--- config.mk ---
export PLATFORM = sky130hd
export DESIGN_NAME = overlapping_segment_pair_finder
export DESIGN_NICKNAME = d
export VERILOG_FILES = /design/src/sv/osp_pkg.sv /design/src/sv/overlapping_segment_pair_finder.sv /design/src/sv/osp_ram.sv /design/src/sv/osp_front.sv /design/src/sv/osp_back.sv
export SDC_FILE = /design/constraint.sdc
export NUM_CORES = 2
export LEC_CHECK = 0
export ABC_AREA = 1
export ABC_CLOCK_PERIOD_IN_PS = 10680
export BUFFER_PORTS_ARGS = -buffer_cell sky130_fd_sc_hd__buf_2
export CAP_MARGIN = 40
export CORE_UTILIZATION = 38
export CTS_BUF_LIST = sky130_fd_sc_hd__clkbuf_16
export DETAILED_ROUTE_END_ITERATION = 16
export GPL_TIMING_DRIVEN = 0
export HOLD_SLACK_MARGIN = 0.1
export PLACE_DENSITY_LB_ADDON = 0.08
export RECOVER_POWER = 100
export SLEW_MARGIN = 30
export SYNTH_ARGS = -nofsm -noshare
export SYNTH_HDL_FRONTEND = slang
export SYNTH_HIERARCHICAL = 1
export SYNTH_SLANG_ARGS = --single-unit
--- constraint.sdc ---
create_clock -name clk -period 10.68 [get_ports clk]
set_input_delay 2.136 -clock clk [delete_from_list [all_inputs] [get_ports clk]]
set_output_delay 2.136 -clock clk [all_outputs]
set_load 0.01 [all_outputs]
--- src/sv/osp_pkg.sv ---
// Shared types, constants and helper functions for the overlapping segment pair finder.
package osp_pkg;

  // Default store capacity and the fixed coordinate width.
  localparam int MAX_SEGMENTS = 64;
  localparam int COORD_BITS   = 12;

  typedef logic [COORD_BITS-1:0] coord_t;

  // One input transaction.
  typedef struct packed {
    logic   frame_start;
    coord_t seg_ax;
    coord_t seg_ay;
    coord_t seg_bx;
    coord_t seg_by;
  } seg_in_t;

  // One result transaction.
  typedef struct packed {
    coord_t old_ax;
    coord_t old_ay;
    coord_t old_bx;
    coord_t old_by;
    coord_t new_ax;
    coord_t new_ay;
    coord_t new_bx;
    coord_t new_by;
    logic   last_pair;
  } seg_out_t;

  // A stored segment.
  typedef struct packed {
    coord_t ax;
    coord_t ay;
    coord_t bx;
    coord_t by;
  } seg_t;

  // A classified segment waiting in the queue between front and back.
  typedef struct packed {
    logic   frame_start;
    seg_t   seg;
    coord_t lo;
    coord_t hi;
  } queue_entry_t;

  // Head of the queue as seen by the back end.
  typedef struct packed {
    logic         vld;
    queue_entry_t entry;
  } queue_head_t;

  // Back-end sequencer states.
  typedef enum logic [1:0] {
    BK_IDLE,
    BK_SCAN,
    BK_DONE
  } back_state_t;

  // Lower end of a segment's x-extent.
  function automatic coord_t x_lo(input coord_t ax, input coord_t bx);
    return (ax < bx) ? ax : bx;
  endfunction

  // Upper end of a segment's x-extent.
  function automatic coord_t x_hi(input coord_t ax, input coord_t bx);
    return (ax < bx) ? bx : ax;
  endfunction

endpackage

--- src/sv/overlapping_segment_pair_finder.sv ---
// Top level of the overlapping segment pair finder.
//
// Input channel (in_valid/in_ready/in_data) takes one segment per transaction.
// A set frame_start empties the stored set before that segment is compared.
// Each segment's x-extent is tested against every segment stored earlier in
// the frame; each overlap gives one result transaction on the output channel
// (out_valid/out_ready/out_data), earliest stored segment first, with
// last_pair set on the final result of that segment.
// A segment is stored after its scan while the store has room.
// A two-entry queue lets the input side keep accepting while the scan runs.
// The scan reads one stored entry per cycle from the store's single read port,
// except while it holds on an overlap that the output cannot yet take. A found
// pair is held until the next overlap or the end of the scan settles its
// last_pair flag.
// Reset empties the store, the queue and the output register.
// When the receiver stalls, the scan holds on the next overlap found while a
// pair is pending, and input transactions are taken until the queue is full.
module overlapping_segment_pair_finder #(
  parameter int MAX_SEGMENTS = osp_pkg::MAX_SEGMENTS
) (
  input  logic              clk,
  input  logic              rst_n,
  input  logic              in_valid,
  output logic              in_ready,
  input  osp_pkg::seg_in_t  in_data,
  output logic              out_valid,
  input  logic              out_ready,
  output osp_pkg::seg_out_t out_data
);

  osp_pkg::queue_head_t q_head;
  logic                 q_pop;

  // Intake and classification.
  osp_front u_front (
    .clk      (clk),
    .rst_n    (rst_n),
    .in_valid (in_valid),
    .in_ready (in_ready),
    .in_data  (in_data),
    .q_pop    (q_pop),
    .q_head   (q_head)
  );

  // Scan of the stored set and result output.
  osp_back #(
    .MAX_SEGMENTS (MAX_SEGMENTS)
  ) u_back (
    .clk       (clk),
    .rst_n     (rst_n),
    .q_head    (q_head),
    .q_pop     (q_pop),
    .out_valid (out_valid),
    .out_ready (out_ready),
    .out_data  (out_data)
  );

endmodule

--- src/sv/osp_ram.sv ---
// Generic single-write, single-read RAM with registered read data.
module osp_ram #(
  parameter int WIDTH = 48,
  parameter int DEPTH = 64
) (
  input  logic                     clk,
  input  logic                     we,
  input  logic [$clog2(DEPTH)-1:0] waddr,
  input  logic [WIDTH-1:0]         wdata,
  input  logic                     re,
  input  logic [$clog2(DEPTH)-1:0] raddr,
  output logic [WIDTH-1:0]         rdata
);

  logic [WIDTH-1:0] mem [DEPTH];
  logic [WIDTH-1:0] rdata_r;

  // Write port.
  always_ff @(posedge clk) begin
    if (we) begin
      mem[waddr] <= wdata;
    end
  end

  // Read port; the data holds while no read is issued.
  always_ff @(posedge clk) begin
    if (re) begin
      rdata_r <= mem[raddr];
    end
  end

  assign rdata = rdata_r;

endmodule

--- src/sv/osp_front.sv ---
// Front end: accepts segments, computes their x-extents and queues them for the back end.
module osp_front (
  input  logic                 clk,
  input  logic                 rst_n,
  input  logic                 in_valid,
  output logic                 in_ready,
  input  osp_pkg::seg_in_t     in_data,
  input  logic                 q_pop,
  output osp_pkg::queue_head_t q_head
);

  localparam int QDEPTH = 2;

  osp_pkg::queue_entry_t q_mem_r [QDEPTH];
  logic                  wr_ptr_r, wr_ptr_nxt;
  logic                  rd_ptr_r, rd_ptr_nxt;
  logic [1:0]            q_cnt_r, q_cnt_nxt;
  logic                  push;
  osp_pkg::queue_entry_t new_entry;

  // Classify the incoming segment by its x-extent.
  always_comb begin
    new_entry.frame_start = in_data.frame_start;
    new_entry.seg.ax      = in_data.seg_ax;
    new_entry.seg.ay      = in_data.seg_ay;
    new_entry.seg.bx      = in_data.seg_bx;
    new_entry.seg.by      = in_data.seg_by;
    new_entry.lo          = osp_pkg::x_lo(in_data.seg_ax, in_data.seg_bx);
    new_entry.hi          = osp_pkg::x_hi(in_data.seg_ax, in_data.seg_bx);
  end

  assign in_ready = (q_cnt_r != 2'(QDEPTH));
  assign push     = in_valid && in_ready;

  // Queue pointer and fill count updates.
  always_comb begin
    wr_ptr_nxt = wr_ptr_r ^ push;
    rd_ptr_nxt = rd_ptr_r ^ q_pop;
    q_cnt_nxt  = q_cnt_r + 2'(push) - 2'(q_pop);
  end

  always_ff @(posedge clk) begin
    if (!rst_n) begin
      wr_ptr_r <= 1'b0;
      rd_ptr_r <= 1'b0;
      q_cnt_r  <= '0;
    end else begin
      wr_ptr_r <= wr_ptr_nxt;
      rd_ptr_r <= rd_ptr_nxt;
      q_cnt_r  <= q_cnt_nxt;
    end
  end

  // Queue storage.
  always_ff @(posedge clk) begin
    if (push) begin
      q_mem_r[wr_ptr_r] <= new_entry;
    end
  end

  assign q_head.vld   = (q_cnt_r != 2'd0);
  assign q_head.entry = q_mem_r[rd_ptr_r];

endmodule

--- src/sv/osp_back.sv ---
// Back end: scans the stored segments for each queued segment and emits overlapping pairs.
module osp_back #(
  parameter int MAX_SEGMENTS = osp_pkg::MAX_SEGMENTS
) (
  input  logic                 clk,
  input  logic                 rst_n,
  input  osp_pkg::queue_head_t q_head,
  output logic                 q_pop,
  output logic                 out_valid,
  input  logic                 out_ready,
  output osp_pkg::seg_out_t    out_data
);

  localparam int AW = $clog2(MAX_SEGMENTS);
  localparam int CW = $clog2(MAX_SEGMENTS + 1);
  localparam int SW = $bits(osp_pkg::seg_t);

  osp_pkg::back_state_t  state_r, state_nxt;
  osp_pkg::queue_entry_t cur_r, cur_nxt;
  logic [CW-1:0]         count_r, count_nxt;
  logic [CW-1:0]         idx_r, idx_nxt;
  logic                  b_vld_r, b_vld_nxt;
  logic                  pend_vld_r, pend_vld_nxt;
  osp_pkg::seg_t         pend_r, pend_nxt;
  logic                  out_vld_r, out_vld_nxt;
  osp_pkg::seg_out_t     out_r, out_nxt;

  logic                  ram_we;
  logic                  ram_re;
  logic [SW-1:0]         ram_rdata;
  osp_pkg::seg_t         old_seg;
  osp_pkg::coord_t       old_lo;
  osp_pkg::coord_t       old_hi;
  logic                  hit;
  logic                  out_free;
  logic                  stall;
  logic                  scan_end;
  logic                  done_go;

  // Segment store.
  osp_ram #(
    .WIDTH (SW),
    .DEPTH (MAX_SEGMENTS)
  ) u_store (
    .clk   (clk),
    .we    (ram_we),
    .waddr (count_r[AW-1:0]),
    .wdata (cur_r.seg),
    .re    (ram_re),
    .raddr (idx_r[AW-1:0]),
    .rdata (ram_rdata)
  );

  // Overlap test of the entry just read against the current segment.
  always_comb begin
    old_seg  = osp_pkg::seg_t'(ram_rdata);
    old_lo   = osp_pkg::x_lo(old_seg.ax, old_seg.bx);
    old_hi   = osp_pkg::x_hi(old_seg.ax, old_seg.bx);
    hit      = b_vld_r && (old_lo < cur_r.hi) && (cur_r.lo < old_hi);
    out_free = !out_vld_r || out_ready;
    stall    = hit && pend_vld_r && !out_free;
    scan_end = (idx_r == count_r) && !b_vld_r;
    done_go  = !pend_vld_r || out_free;
  end

  // Next state.
  always_comb begin
    state_nxt = state_r;
    case (state_r)
      osp_pkg::BK_IDLE: begin
        if (q_head.vld) begin
          state_nxt = osp_pkg::BK_SCAN;
        end
      end
      osp_pkg::BK_SCAN: begin
        if (scan_end) begin
          state_nxt = osp_pkg::BK_DONE;
        end
      end
      osp_pkg::BK_DONE: begin
        if (done_go) begin
          state_nxt = osp_pkg::BK_IDLE;
        end
      end
      default: state_nxt = osp_pkg::BK_IDLE;
    endcase
  end

  // Datapath and output controls.
  always_comb begin
    cur_nxt      = cur_r;
    count_nxt    = count_r;
    idx_nxt      = idx_r;
    b_vld_nxt    = b_vld_r;
    pend_vld_nxt = pend_vld_r;
    pend_nxt     = pend_r;
    out_vld_nxt  = out_vld_r && !out_ready;
    out_nxt      = out_r;
    q_pop        = 1'b0;
    ram_we       = 1'b0;
    ram_re       = 1'b0;
    case (state_r)
      osp_pkg::BK_IDLE: begin
        if (q_head.vld) begin
          q_pop     = 1'b1;
          cur_nxt   = q_head.entry;
          idx_nxt   = '0;
          b_vld_nxt = 1'b0;
          if (q_head.entry.frame_start) begin
            count_nxt = '0;
          end
        end
      end
      osp_pkg::BK_SCAN: begin
        if (!stall) begin
          ram_re    = (idx_r != count_r);
          b_vld_nxt = ram_re;
          idx_nxt   = idx_r + CW'(ram_re);
          if (hit) begin
            // A further hit means the pending pair was not the last one.
            if (pend_vld_r) begin
              out_vld_nxt = 1'b1;
              out_nxt     = {pend_r, cur_r.seg, 1'b0};
            end
            pend_vld_nxt = 1'b1;
            pend_nxt     = old_seg;
          end
        end
      end
      osp_pkg::BK_DONE: begin
        if (done_go) begin
          if (pend_vld_r) begin
            out_vld_nxt  = 1'b1;
            out_nxt      = {pend_r, cur_r.seg, 1'b1};
            pend_vld_nxt = 1'b0;
          end
          // Store the segment when there is room.
          if (count_r < CW'(MAX_SEGMENTS)) begin
            ram_we    = 1'b1;
            count_nxt = count_r + CW'(1);
          end
        end
      end
      default: begin
        pend_vld_nxt = 1'b0;
      end
    endcase
  end

  // Control registers.
  always_ff @(posedge clk) begin
    if (!rst_n) begin
      state_r    <= osp_pkg::BK_IDLE;
      count_r    <= '0;
      b_vld_r    <= 1'b0;
      pend_vld_r <= 1'b0;
      out_vld_r  <= 1'b0;
      idx_r      <= '0;
    end else begin
      state_r    <= state_nxt;
      count_r    <= count_nxt;
      b_vld_r    <= b_vld_nxt;
      pend_vld_r <= pend_vld_nxt;
      out_vld_r  <= out_vld_nxt;
      idx_r      <= idx_nxt;
    end
  end

  // Payload registers.
  always_ff @(posedge clk) begin
    cur_r  <= cur_nxt;
    pend_r <= pend_nxt;
    out_r  <= out_nxt;
  end

  assign out_valid = out_vld_r;
  assign out_data  = out_r;

endmodule
Word level (Yosys, flattened, before mapping)

Memories as Yosys holds them, arrays and structs flattened. A register that Yosys moved wholly into a read port is not among the register bits.
Cells that the tools add are included.

Order comparisons: 5
Bitwise operators: 4
Reduce and logical (&&, ||, !) cells: 26
Equality and inequality tests: 14
Multiplexer cells: 46
Add/sub/neg operators: 4

Operators with widths:

| kind                                                  | count |
|---|---|
| two-way mux 97 bit                                    | 5 |
| one-hot mux 97 bit (2 select lines)                   | 1 |
| < comparator 12 bit                                   | 4 |
| two-way mux 12 bit                                    | 4 |
| two-way mux 7 bit                                     | 6 |
| one-hot mux 7 bit (2 select lines)                    | 2 |
| two-way mux 1 bit                                     | 21 |
| inequality test 2 x 1 -> 1 bit, second input constant | 7 |
| AND reduction 3 bit                                   | 3 |
| nonzero test 2 bit                                    | 4 |
| adder 7 x 1 -> 7 bit                                  | 1 |
| adder 7 x 1 -> 7 bit, second input constant           | 1 |
| equality test 7 bit                                   | 1 |
| logical AND 1 bit                                     | 7 |
| < comparator 7 bit, second input constant             | 1 |
| inequality test 7 bit                                 | 1 |
| two-way mux 2 bit                                     | 3 |
| inequality test 2 bit, second input constant          | 3 |
| one-hot mux 2 bit (3 select lines)                    | 1 |
| AND reduction 6 bit                                   | 1 |
| zero test 1 bit                                       | 5 |
| AND reduction 5 bit                                   | 1 |
| one-hot mux 1 bit (2 select lines)                    | 2 |
| AND reduction 4 bit                                   | 1 |
| other kinds (10)                                      | 13 |

Register bits: 240
Memories kept: 2
Bits of input ports: 53
Output and inout bits: 99
RAM bits: 3,218

Memory list:

| name               | words | width | rd ports | clocked after Yosys merged registers in | wr ports | RTL line        | source |
|---|---|---|---|---|---|---|---|
| u_back.u_store.mem | 64    | 48    | 1        | 1                                       | 1        | osp_ram.sv:15   | `logic [WIDTH-1:0] mem [DEPTH];` |
| u_front.q_mem_r    | 2     | 73    | 1        | 1                                       | 1        | osp_front.sv:14 | `osp_pkg::queue_entry_t q_mem_r [QDEPTH];` |

Depth between registers and ports, before layout

Word-level depth: 9
Depth in mapped cells: 22

Modules after synthesis

The synthesis kept the hierarchy.

Modules (own cells, without submodules):

| module    | cells each | area each (µm²) | instances |
|---|---|---|---|
| osp_ram   | 10,108     | 124,811.0       | 1 |
| osp_back  | 582        | 8,863.5         | 1 |
| osp_front | 388        | 6,187.2         | 1 |

Least setup slack after synthesis

OpenSTA, ideal clock, no wires.

Kind: flip-flop to flip-flop
Start: register u_back.u_store.rdata_r[47] (netlist: u_back/u_store/rdata[47]) (read register of u_back.u_store.mem)
End: register u_back.out_r (netlist bit u_back/out_data[0]) (enable)
Required time: 10.008 ns
Setup time: 0.672 ns
Setup slack: 0.696 ns
Data arrival time: 9.312 ns
Stages on the path, launching flop included: 21
Cells stage by stage: edfxtp_1 > ha_1 > nand2_2 > nor2_4 > nand2_1 > nor2_2 > nand2_2 > nand2_4 > clkbuf_1 > nand2_1 > o21ai_0 > ha_1 > a21oi_1 > nand4_1 > a21oi_1 > o2111ai_1 > nor2_1 > nand3_1 > nand2_1 > o21ai_0 > nor3_1

Word-level cells in the longest chain between the ends: 9
Elaborated cells on any way between the ends: 12

RTL lines:

| element                                | RTL line                     | source |
|---|---|---|
| from (decl)                            | osp_ram.sv:16                | `logic [WIDTH-1:0] rdata_r;` |
| < comparator 12 bit                    | osp_pkg.sv:63, osp_pkg.sv:68 |  |
| two-way mux 12 bit                     | osp_pkg.sv:63                | `return (ax < bx) ? ax : bx;` |
| < comparator 12 bit                    | osp_back.sv:59               | `hit = b_vld_r && (old_lo < cur_r.hi) && (cur_r.lo < old_hi);` |
| logical AND 1 bit                      | osp_back.sv:59               |  |
| logical AND 1 bit *                    | osp_back.sv:59               |  |
| logical AND 1 bit (2 in a row)         | osp_back.sv:61               | `stall = hit && pend_vld_r && !out_free;` |
| inequality test 2 bit (no source line) | n/a                          |  |
| AND reduction 6 bit (no source line) * | n/a                          |  |
| to (signal assigned)                   | osp_back.sv:173              | `out_r <= out_nxt;` |
| to (decl)                              | osp_back.sv:26               | `osp_pkg::seg_out_t out_r, out_nxt;` |

Mark *: on every way between the ends. The rest lies on a longest branch, timed or not.
A chain may end at the register's enable or synchronous reset.

Worst setup path after layout

Start: input out_ready
End: memory u_back.u_store.mem[47][31] (enable)

Word-level cells in the longest chain between the ends: 6

RTL lines:

| element                                 | RTL line                              | source |
|---|---|---|
| from (decl)                             | overlapping_segment_pair_finder.sv:27 | `input logic out_ready,` |
| logical OR 1 bit                        | osp_back.sv:60                        | `out_free = !out_vld_r \|\| out_ready;` |
| logical OR 1 bit                        | osp_back.sv:63                        | `done_go = !pend_vld_r \|\| out_free;` |
| two-way mux 1 bit                       | osp_back.sv:131                       | `if (done_go) begin` |
| two-way mux 1 bit                       | osp_back.sv:102                       | `case (state_r)` |
| named net u_back.ram_we                 | osp_back.sv:28                        | `logic ram_we;` |
| two-way mux 1 bit                       | osp_ram.sv:20                         | `if (we) begin` |
| two-way mux 1 bit (implied by the code) | osp_ram.sv:21                         | `mem[waddr] <= wdata;` |
| to (decl)                               | osp_ram.sv:15                         |  |

The timed path passes the listed nets, and every way through them passes these cells.

==> out/metrics.yaml <==
grt:
  grt_pass1_wl_um: 801000
  grtUsageTotal: 0.318
  grt_max_degree: 43
  antenna_found_initial: 69
  grt_pass1_vias: 91900
  grt-ovfl-total: 0
synth:
  synth_seq_cells: 3507
  async_reset_ff_frac: 0
  synth_flop_cell: "edfxtp_1"
  yosysWarningCount: 6
  yosysUniqueCellTypes: 43
  seq_area_frac_synth: 0.751
  synth_nets: 11200
  syn-mean-instance-area_sq_um: 12.6
  synth_edf_count: 3483
  syn_inst: 11100
  syn_area_sq_mm: 0.140
power:
  power_frac_seq: 0.493
  power_density_mw_per_mm2: 212
  p_int_w: 0.0248
  p_leak_nw: 56.9
  finalPower_w: 0.0343
  clkPwrFrac: 0.378
  p_sw_frac: 0.276
  irDropWorstVdd_v: 0.000141
  p_switching_w: 0.00949
  comb_power_share: 0.129
drt:
  dr.pass1.iters: 7
  drt-vias-per-instance: 5.73
  drc: 0
  wl_per_cell_um: 34.5
  drt-initial-drc-count: 14300
  wl_um: 604000
  ant_nets: 0
  vias: 100000
worst_setup_path:
  reg2reg_slack_ns: 2.76
  critPathRequiredTime_ns: 11.35
  crit_type: "input pin to flop"
  crit-reg2reg-capture: "u_back/out_data[77]"
  arrival_ns: 9.24
  crit_path_max_fanout: 10
  rr_worst_depth: 29
  startpoint_type: "input pin"
  r2r_start: "u_back/u_store/rdata[23]"
  cp-end-kind: "flop"
timing:
  period_minus_slack_ns: 8.58
  setup_viol: 0
  fin_crit_sh: 0.803
  relSlewSlack: -0.761
  finalHoldViolations: 0
  skew_ns: 0.0474
  tightest_slew_ns: 2.64
  max_freq_mhz: 117
  rsz0062_at_grt: "no"
  setup_slack_ns: 2.10
  drv_slew: 544
clock_network:
  cts_setup_buffers: 0
  clkSlewWorstSetupHoldPaths_ns: 0.05
  ctsRootBufferMaster: "clkbuf_16"
  cts.repair.resized: 0
  cts_buffers: 390
  cts_sinks: 3507
  h-tree-depth: 5
  hold_buffers: 0
  clk_path_buf_depth: 4
  cts_tree: "done"
  clkLatencyLatePin_ns: 0.98
floorplan:
  fp-row-count: 222
  die-area_sq_mm: 0.370
  design.core.area_sq_mm: 0.366
  die-height_um: 609
  die_w_um: 609
  io_pins: 152
  start_util: 0.382
hold_path:
  hold_path_end: "u_back/out_data[56]"
  hp-class: "flop to flop"
  hp-start: "u_back/pend_r[7]"
  min_delay_path_depth: 0
final_layout:
  drive_above_1_share: 0.0938
  seq_area_sq_mm: 0.105
  areaGrowthSynthToFinish_pct: 15.7
  fillCellCount: 34000
  multi_input_area_sq_mm: 0.0304
  instances_no_fill: 17500
  num-nets-final: 12400
placed_design:
  io_buffers: 151
  dpl.hpwl_um: 454000
  dpl_worst_slack_ns: 4.21
  dp_cells: 16800
  gp_congestion: 0.971
run_status:
  violations: "max-capacitance violations, max-slew violations"
  status: "complete, but fails checks"
run:
  maxCapViolCount: 43
cell usage after synthesis, types with 9 or more instances:
master    count  area share
nand2_1    3524       0.095
edfxtp_1   3483        0.75
nand3_1    2899        0.10
buf_2       377       0.013
clkbuf_1    120      0.0032
inv_1        97      0.0026
nor2_1       79      0.0021
mux2_2       73      0.0059
buf_6        70      0.0056
buf_1        59      0.0016
buf_4        59      0.0032
ha_1         55      0.0049
a21oi_1      34      0.0012
o21ai_0      27     0.00097
dfxtp_1      24      0.0034
nand4_1      18     0.00081
xor2_1        9     0.00056
worst max-delay path: stages:
cell and delay (ns):
buf_2 0.08, nor2_1 0.08, inv_1 0.09, nor2_1 0.10
inv_1 0.11, nand3_1 0.09, inv_1 0.10, clkbuf_1 0.30
nand4_1 0.32, clkbuf_1 0.27, nor2_1 1.35, clkbuf_1 0.86
clkbuf_1 1.17, clkbuf_1 1.04, clkbuf_1 0.85, buf_16 0.23
metrics by stage:
step                       util  TNS [ns]  cell area [sq um]  hold slack [ns]
after floorplan               -         0             140000            0.400
after global placement    0.401  -4388.14             147000            0.406
final                     0.442         0             162000            0.416
after detailed placement  0.434         0             159000            0.405
after global routing      0.442         0             162000            0.420
after CTS                 0.468         0             171000            0.417
final cells by class:
type,instances,area share
antenna,32,0.000495
multi-input combinational,6772,0.188
tap,4816,0.0372
buffer,693,0.0241
inverter,106,0.00248
clock inverter,303,0.0128
timing repair buffer,866,0.0233
clock buffer,401,0.0620
sequential,3507,0.649
state kept, by name, summed over array words and instances (netlist names), named ones only:
signal                flops
u_back/b_vld_r            1
u_back/count_r            7
u_back/cur_r             72
u_back/idx_r              7
u_back/out_data          97
u_back/out_valid          1
u_back/pend_r            48
u_back/pend_vld_r         1
u_back/state_r            2
u_back/u_store/mem     3072
u_back/u_store/rdata     48
u_front/q_cnt_r           2
u_front/q_mem_r         146
u_front/rd_ptr_r          1
u_front/wr_ptr_r          1
layer usage:
layer | global-route usage | wire (um) | vias up
met5 | 0 | 94 | -
met4 | 0.148 | 38400 | 14
met1 | 0.437 | 241000 | 50800
met2 | 0.478 | 258000 | 5916
li1 | - | - | 42200
met3 | 0.0754 | 67000 | 1245
cell usage in the layout (no fill, tap or decap), types with 2 or more instances in the layout:
| cell | synthesis | routed |
|---|---|---|
| clkinv_1 | 3 | 94 |
| nor3b_1 | 2 | 2 |
| buf_1 | 59 | 47 |
| xnor2_1 | 5 | 5 |
| dfxtp_1 | 24 | 24 |
| nand2_2 | 8 | 7 |
| mux2_1 | 0 | 7 |
| edfxtp_1 | 3483 | 3483 |
| o21ai_0 | 27 | 28 |
| nand3b_1 | 4 | 4 |
| inv_2 | 5 | 5 |
| nand2_4 | 4 | 2 |
| nand4_1 | 18 | 18 |
| nand3_1 | 2899 | 2900 |
| diode_2 | 0 | 32 |
| inv_6 | 0 | 5 |
| buf_2 | 377 | 378 |
| ha_1 | 55 | 55 |
| bufinv_16 | 0 | 27 |
| nand2_1 | 3524 | 3527 |
| buf_4 | 59 | 71 |
| clkinv_2 | 0 | 77 |
| nor4_1 | 8 | 8 |
| mux2_2 | 73 | 66 |
| buf_12 | 1 | 3 |
| clkbuf_16 | 0 | 401 |
| xor2_1 | 9 | 9 |
| nor3_1 | 6 | 6 |
| buf_8 | 6 | 8 |
| clkinvlp_4 | 0 | 8 |
| buf_16 | 0 | 11 |
| nor2_4 | 3 | 3 |
| nor2_1 | 79 | 81 |
| clkbuf_1 | 120 | 937 |
| inv_1 | 97 | 185 |
| buf_6 | 70 | 86 |
| clkinv_8 | 0 | 6 |
| clkbuf_2 | 0 | 17 |
| a21oi_1 | 34 | 35 |
kinds of logic after synthesis:
family                     synth area share
DFF                                   0.751
and+or+nand+nor                       0.203
xor gates and xnor gates           0.000877
buffers and inverters                0.0308
muxes                               0.00588
AOI/OAI and AO/OA                   0.00282
adders and majority gates           0.00492
power by group through the flow:
stage               clock [W]  combinational, W  sequential (W)
floorplan                   0           0.00129          0.0177
global placement            0           0.00221          0.0193
detailed placement          0           0.00516          0.0172
CTS                    0.0131           0.00517          0.0169
global route           0.0136           0.00457          0.0170
finish                 0.0130           0.00442          0.0169
worst max-delay path by stage:
stage	start	end	slack [ns]	cells after the start
after CTS	u_back/u_store/rdata[23]	u_back/out_data[60]	4.26	30
after detailed placement	out_ready	u_back/u_store/mem[53][17]	4.21	19
final	out_ready	u_back/u_store/mem[47][31]	2.10	16
after floorplan	u_back/u_store/rdata[47]	u_back/out_data[0]	0.70	20
after global placement	out_ready	u_back/u_store/mem[50][17]	-9.76	10
after global routing	u_back/u_store/rdata[23]	u_back/out_data[77]	2.03	29
Power figures use the tool's default switching activity.
